### config.mk
export PLATFORM = sky130hd
export DESIGN_NAME = qnorm_step
export DESIGN_NICKNAME = d
export VERILOG_FILES = /design/src/rtl/core/quaternion_normaliser_unit_defines.svh /design/src/rtl/core/qnorm_pkg.sv /design/src/rtl/core/qnorm_step.sv
export SDC_FILE = /design/constraint.sdc
export NUM_CORES = 2
export LEC_CHECK = 0
export BUFFER_PORTS_ARGS = -buffer_cell sky130_fd_sc_hd__buf_2
export CAP_MARGIN = 25
export CORE_AREA = 10 10 471 473
export CTS_CLUSTER_SIZE = 10
export DETAILED_ROUTE_END_ITERATION = 10
export DIE_AREA = 0 0 481 483
export MAX_ROUTING_LAYER = met4
export PLACE_DENSITY_LB_ADDON = 0.3
export SKIP_LAST_GASP = 1
export SYNTH_ARGS = -nofsm -noshare
export SYNTH_HDL_FRONTEND = slang
export SYNTH_SLANG_ARGS = --single-unit
### constraint.sdc
create_clock -name clk -period 6.2 [get_ports clk]
set_input_delay 0.31 -clock clk [delete_from_list [all_inputs] [get_ports clk]]
set_output_delay 0.31 -clock clk [all_outputs]
set_load 0.02 [all_outputs]
### src/rtl/core/quaternion_normaliser_unit_defines.svh
// Assertion macros for the quaternion normaliser.
// Each macro takes a label and two expressions and uses the top-level signals clk and rst_n.
`ifndef QUATERNION_NORMALISER_UNIT_DEFINES_SVH
`define QUATERNION_NORMALISER_UNIT_DEFINES_SVH
`ifndef SYNTH
`define QNU_ASSERT_IMPL(label, ante, cons) \
  label: assert property (@(posedge clk) disable iff (!rst_n) (ante) |-> (cons)) \
    else $error("quaternion normaliser implication check failed");
`define QNU_ASSERT_NEXT(label, ante, cons) \
  label: assert property (@(posedge clk) disable iff (!rst_n) (ante) |=> (cons)) \
    else $error("quaternion normaliser next-cycle check failed");
`else
`define QNU_ASSERT_IMPL(label, ante, cons)
`define QNU_ASSERT_NEXT(label, ante, cons)
`endif
`endif

### src/rtl/core/qnorm_pkg.sv
package qnorm_pkg;

  localparam int NUM_COMPS = 4;

  // Control that travels with each item down the pipeline.
  typedef struct packed {
    logic                 vld;
    logic                 zero;
    logic [NUM_COMPS-1:0] neg;
  } ctl_t;

endpackage

### src/rtl/core/qnorm_step.sv
module qnorm_step #(
  parameter int DW  = 64,
  parameter int QW  = 15,
  parameter int SW  = 34,
  parameter int BIT = 0
) (
  input  logic                clk,
  input  logic                rst_n,
  input  logic                en,
  input  qnorm_pkg::ctl_t     ctl_i,
  input  logic [SW-1:0]       s_i,
  input  logic [DW-1:0]       r_i [qnorm_pkg::NUM_COMPS],
  input  logic [DW-1:0]       p_i [qnorm_pkg::NUM_COMPS],
  input  logic [QW-1:0]       q_i [qnorm_pkg::NUM_COMPS],
  output qnorm_pkg::ctl_t     ctl_o,
  output logic [SW-1:0]       s_o,
  output logic [DW-1:0]       r_o [qnorm_pkg::NUM_COMPS],
  output logic [DW-1:0]       p_o [qnorm_pkg::NUM_COMPS],
  output logic [QW-1:0]       q_o [qnorm_pkg::NUM_COMPS]
);
  import qnorm_pkg::*;

  // One result bit per lane: adding 2^BIT to q raises q*q*S by
  // 2*q*S*2^BIT + S*2^(2*BIT), which is tested against the remainder.
  logic [DW-1:0] delta [NUM_COMPS];
  logic [NUM_COMPS-1:0] take;
  logic [DW-1:0] r_nxt [NUM_COMPS];
  logic [DW-1:0] p_nxt [NUM_COMPS];
  logic [QW-1:0] q_nxt [NUM_COMPS];
  ctl_t          ctl_r;
  logic [SW-1:0] s_r;
  logic [DW-1:0] r_r [NUM_COMPS];
  logic [DW-1:0] p_r [NUM_COMPS];
  logic [QW-1:0] q_r [NUM_COMPS];

  always_comb begin
    for (int i = 0; i < NUM_COMPS; i++) begin
      delta[i] = (p_i[i] << (BIT + 1)) + (DW'(s_i) << (2 * BIT));
      take[i]  = (delta[i] <= r_i[i]);
      r_nxt[i] = take[i] ? (r_i[i] - delta[i]) : r_i[i];
      p_nxt[i] = take[i] ? (p_i[i] + (DW'(s_i) << BIT)) : p_i[i];
      q_nxt[i] = q_i[i] | (QW'(take[i]) << BIT);
    end
  end

  always_ff @(posedge clk) begin
    if (!rst_n) begin
      ctl_r <= '0;
    end else if (en) begin
      ctl_r <= ctl_i;
    end
  end

  always_ff @(posedge clk) begin
    if (en) begin
      s_r <= s_i;
      for (int i = 0; i < NUM_COMPS; i++) begin
        r_r[i] <= r_nxt[i];
        p_r[i] <= p_nxt[i];
        q_r[i] <= q_nxt[i];
      end
    end
  end

  assign ctl_o = ctl_r;
  assign s_o   = s_r;
  assign r_o   = r_r;
  assign p_o   = p_r;
  assign q_o   = q_r;

endmodule

**Word level (Yosys, flattened, before mapping)**

Index checks and enable logic that the tools add are counted.

- Memories kept: 0
- Bits in latches: 0
- Logic and storage cells: 44
- Bits in writable memories: 0
- Bits in read-only memories: 0
- Register bits: 612
- Bits of input ports: 615

- Multiply operators: 0
- Muxes and demuxes: 8
- $add $sub $neg: 12
- Shifts and indexed selects: 0
- $lt $le $gt $ge: 4
- Div/mod/pow operators: 0
- Reductions and logical operators: 0
- Eq/ne operators: 0
- Bitwise gates (word level): 4

Operator list:

| operator | count |
|---|---|
| $add A64 B34 Y64 | 8 |
| $mux W64 | 8 |
| $le A64 B64 Y1 | 4 |
| $sub A64 B64 Y64 | 4 |
| $or A15 B1 Y15 | 4 |

**Depth between registers and ports, before layout**

- Depth after elaboration: 3
- Gate-level depth with buffers: 30
- Mapped depth without buffers: 26

**Worst setup path after synthesis**

No wires, ideal clock.

- Kind: input to register
- Start: input s_i[1]
- End: register p_r, in the netlist p_o[171] (data pin)
- Slack: 0.368 ns
- Setup time: 0.258 ns
- Data required time: 5.942 ns
- Arrival: 5.575 ns
- Cell stages on the path: 29
- Cells stage by stage: ha_1 > inv_1 > fa_1 > nor2b_1 > o31ai_1 > a2111oi_0 > nor2_1 > o311ai_1 > a21oi_1 > o21ai_2 > a21oi_2 > o31ai_4 > buf_4 > nand2_1 > xor2_1 > ha_1 > and3_1 > clkbuf_1 > nand2_1 > o211a_1 > o221a_2 > o21a_1 > a31o_2 > or2_2 > buf_2 > a21oi_4 > buf_4 > nand3_1 > xnor2_1

RTL lines:

| element | line | text |
|---|---|---|
| from (decl) | qnorm_step.sv:11 | `input logic [SW-1:0] s_i,` |
| to (signal, indexed assignment) | qnorm_step.sv:59 | `p_r[i] <= p_nxt[i];` |
| to (decl) | qnorm_step.sv:33 | `logic [DW-1:0] p_r [NUM_COMPS];` |

==> summary.txt <==
Status
  – Status: complete, no violations

Min path
  – Hold depth: 3
  – Hold Path Class: in2reg
  – Hold endpoint: r_o[28]
  – HP Start: r_i[28]

Floorplan
  – Die W: 481 um
  – IO Count: 1227
  – Core area: approximately 210000 um^2
  – Die area: 232000 um^2
  – Rows: 169
  – Initial core utilization: 0.260
  – Die height: 483 um

Place
  – Placed insts: 10910
  – Gpl congestion: between 0.9 and 1
  – Port buffer count: around 1200
  – DP HPWL: 252 mm

STA
  – Peak Freq: 167 MHz
  – Period utilization: 0.966
  – Hold Vio Cnt, Final: 0
  – Final setup fails: 0
  – Slew Limit Headroom: 0.259
  – Final min period: approximately 6000 ps
  – Worst Skew: 0 ps
  – Slew Viols, Final: 0
  – Unrepaired setup endpoints after global routing: true
  – Least-Margin Pin Slew: 1080 ps

Logic synthesis
  – Synthesized flop and latch total: 612
  – Yosys top cell area share: 0.331
  – Post-synthesis compound-gate area fraction: 0.228
  – Mux contribution to synthesized area: 0.0112
  – XOR/XNOR Fraction of Synth Area: 0.112
  – Share of synthesized registers carrying an async set or reset: 0
  – Main synth FF type: edfxtp_1
  – Mapped Cells: 6161
  – Mapped Nets: 7312
  – Most common cell in the netlist: nand2_1
  – Syn Area/Cell: ~8.9 um^2
  – Sequential share of the synthesized area: 0.333
  – Post-synth top cells: 659 x nand2_1, 606 x edfxtp_1, 562 x a21oi_1, 524 x ha_1, 521 x o21ai_0
  – Ys Warns: 0
  – Yosys cell types: 101
  – Area leader, netlist: edfxtp_1
  – Post-synth EDFFs: between 600 and 700
  – Simple-gate area share of the yosys netlist: 0.162
  – Synth Area in Adders: 0.124
  – Synth area leaders: edfxtp_1 33%, ha_1 12%, xnor2_1 6.1%, a21oi_1 5.1%, xor2_1 5.0%
  – Largest family of logic cells by synthesized area: compound AO/OA/AOI/OAI gates
  – Post-Syn Area: 55000 um^2

Cells and area
  – Area growth, synth to finish: 43.9%
  – Final nets: 9815
  – Fillers: ~21000
  – Final core utilization: 0.374
  – Layout cell share with drive strength beyond 1: 0.282
  – Finished Layout Cells: 11600

Power
  – Combinational power share: 0.474
  – Sw frac: 0.401
  – Leak Pwr: 35.0 nW
  – Clock share of power: 0.246
  – Internal power: 11.9 mW
  – Net Sw Power: 7.97 mW
  – Power Dens Cells: 252 nW/um^2
  – Reg power frac: 0.280
  – Worst vdd ir: ~0.20 mV

Route
  – Met2 wire len: 140 mm
  – Routed vias: 59049
  – Final wirelength: 301 mm
  – Post-route ant nets: 0
  – Average wire per standard cell: ~26 um
  – Top sig layer: met4
  – Wire length on met1: about 130 mm
  – Drt drc: 0
  – Iter 0 DRT Violations: 4294
  – WL met3: around 19 mm
  – Drt via density: 5.09
  – DR pass1 iterations: 6

Critical path
  – CP startpoint kind: input pin
  – Worst R2R End: ctl_o[2]
  – Critical path class: in2reg
  – FF-to-FF setup slack: 4990 ps
  – CP Data Required Time: roughly 6700 ps
  – FF-to-FF Start: ctl_o[2]
  – Arrival time of the worst setup path: ~6500 ps
  – Crit path max fanout: 6
  – Critical Path End Type: flip-flop
  – Worst-case reg-to-reg path depth: 3

Global routing
  – Total track usage: 0.252
  – Largest net degree at the start of global routing: 144
  – Global-route wire length before repair: approximately 420 mm
  – Number of global-route vias before repair: about 60000
  – Antenna violations before repair: 66
  – Global route overflow: 0

Clocking
  – CTS Buffer Depth: 3
  – Root Buffer: clkbuf_16
  – CTS tree: built
  – H-Tree Depth: 3
  – Clock latency on the worst-skew pair: 740 ps
  – Total clock buffers created by CTS: 84
  – Worst-path clk slew: 60 ps
  – Clk sinks: between 600 and 700

Job
  – Max-cap violations: 0
[power groups by stage]
| stage | clock, mW | combinational (mW) | sequential, mW |
|---|---|---|---|
| after floorplan | 0 | 4.32 | 6.21 |
| after global placement | 0 | 9.07 | 5.65 |
| after detailed placement | 0 | 9.07 | 5.64 |
| after CTS | 5.05 | 9.38 | 5.57 |
| after global routing | 5.17 | 10.2 | 5.60 |
| final | 4.90 | 9.43 | 5.57 |
[worst max-delay path, stage by stage]
cell and delay [ps]:
dlygate4sd3_1 610, buf_2 170, ha_1 200, a21o_1 190, a21oi_1 220, o21a_1 190
nor2_1 70, o31a_1 330, o31a_1 330, a41o_1 280, o21ba_2 250, a21oi_2 210
buf_12 150, nor3_1 60, xnor2_1 180, ha_1 350, and4_1 220, nand2b_1 100
or4_1 470, nor3_1 230, nand4b_1 200, a31oi_1 350, o22ai_1 180, o21ai_1 180
buf_4 150, a21oi_1 70, xnor2_1 140, o21ai_0 90
[sequential cells by signal, summed over array words and instances, names as in the netlist]
name / flops
p_o: 256
q_o: 60
ctl_o: 6
s_o: 34
r_o: 256
[layout by cell type (no fill, tap or decap), types with 22 or more instances in the layout]
master         netlist  layout
o21ai_1             19      22
diode_2              0      64
o21a_1              76      76
inv_1              162     162
o31ai_1             46      42
a21oi_1            562     555
nand2b_1            83      83
o21bai_1            97      96
and3_1              74      74
nor2b_1             59      58
clkbuf_16            0      88
nand2_1            659     659
nor3_1             131     129
and2_1              34      34
ha_1               524     524
nor4_1              33      31
nor2_1             384     382
buf_4                6     908
xnor2_1            386     383
o21ai_0            521     516
mux2_2              46      46
buf_12               0      33
a21o_1             311     311
a21boi_0            23      23
edfxtp_1           606     606
dlygate4sd3_1        0     483
a211oi_1            36      33
a31oi_1             55      51
o211ai_1            24      24
nand4_1            130     130
xor2_1             316     315
nand3_1            162     162
or3_1               31      31
buf_2               62    1225
[worst max path at each step]
stage	cells past startpoint	end	start
3_3_place_gp	28	r_o[129]	s_i[1]
3_5_place_dp	27	r_o[129]	s_i[1]
4_1_cts	26	r_o[129]	p_i[132]
5_1_grt	29	p_o[37]	p_i[0]
2_1_floorplan	29	p_o[171]	s_i[1]
6_report	28	r_o[62]	p_i[0]
[per-stage QoR]
| step | setup TNS (ps) | hold slack [ps] | instance area, um^2 | setup WS [ps] | power [mW] |
|---|---|---|---|---|---|
| 6_report | 0 | 32.2 | 79100 | 213 | 19.9 |
| 5_1_grt | -384 | 38.8 | 79100 | -46.9 | 21.0 |
| 4_1_cts | 0 | 1.04 | 78600 | 21.6 | 20.0 |
| 3_5_place_dp | -134990 | 489 | 71100 | -623 | 14.7 |
| 3_3_place_gp | -113640 | 487 | 71100 | -570 | 14.7 |
| 2_1_floorplan | 0 | 409 | 55000 | 368 | 10.5 |
[repair_timing]
item / CTS / global route
hold buffers: 483 / 0
setup endpoints to repair: 0 / 368
endpoints found under the hold margin: 476 / 0
setup buffers: 0 / 5
gates resized for setup: 0 / 57
[metal layers]
layer,GRT usage,vias to the layer above
met1,0.305,28194
met5,-,-
li1,-,27993
met3,0.0421,480
met2,0.407,2382
met4,0.116,0
[logic make-up (layout without fill, tap and decap cells)]
group | count (synthesis) | count (layout)
other | 0 | 64
adders and majority gates | 536 | 536
xor gates and xnor gates | 702 | 702
AOI/OAI and AO/OA | 1985 | 1985
buffers and inverters | 398 | 2952
and+or+nand+nor | 1872 | 1872
muxes | 56 | 56
DFF | 612 | 612
[final cells by class]
cell class              instances  area, um^2  area share
diodes                         64         160     0.00202
clock inverters                37         393     0.00497
well taps                    2821        3530      0.0446
inverters                     162         608     0.00769
repair buffers               2653       18500       0.234
multi-input cells            5151       35300       0.447
flip-flops and latches        612       18300       0.232
clock buffers                 100        2250      0.0284
Note: power is estimated with default switching activity, not from simulation.
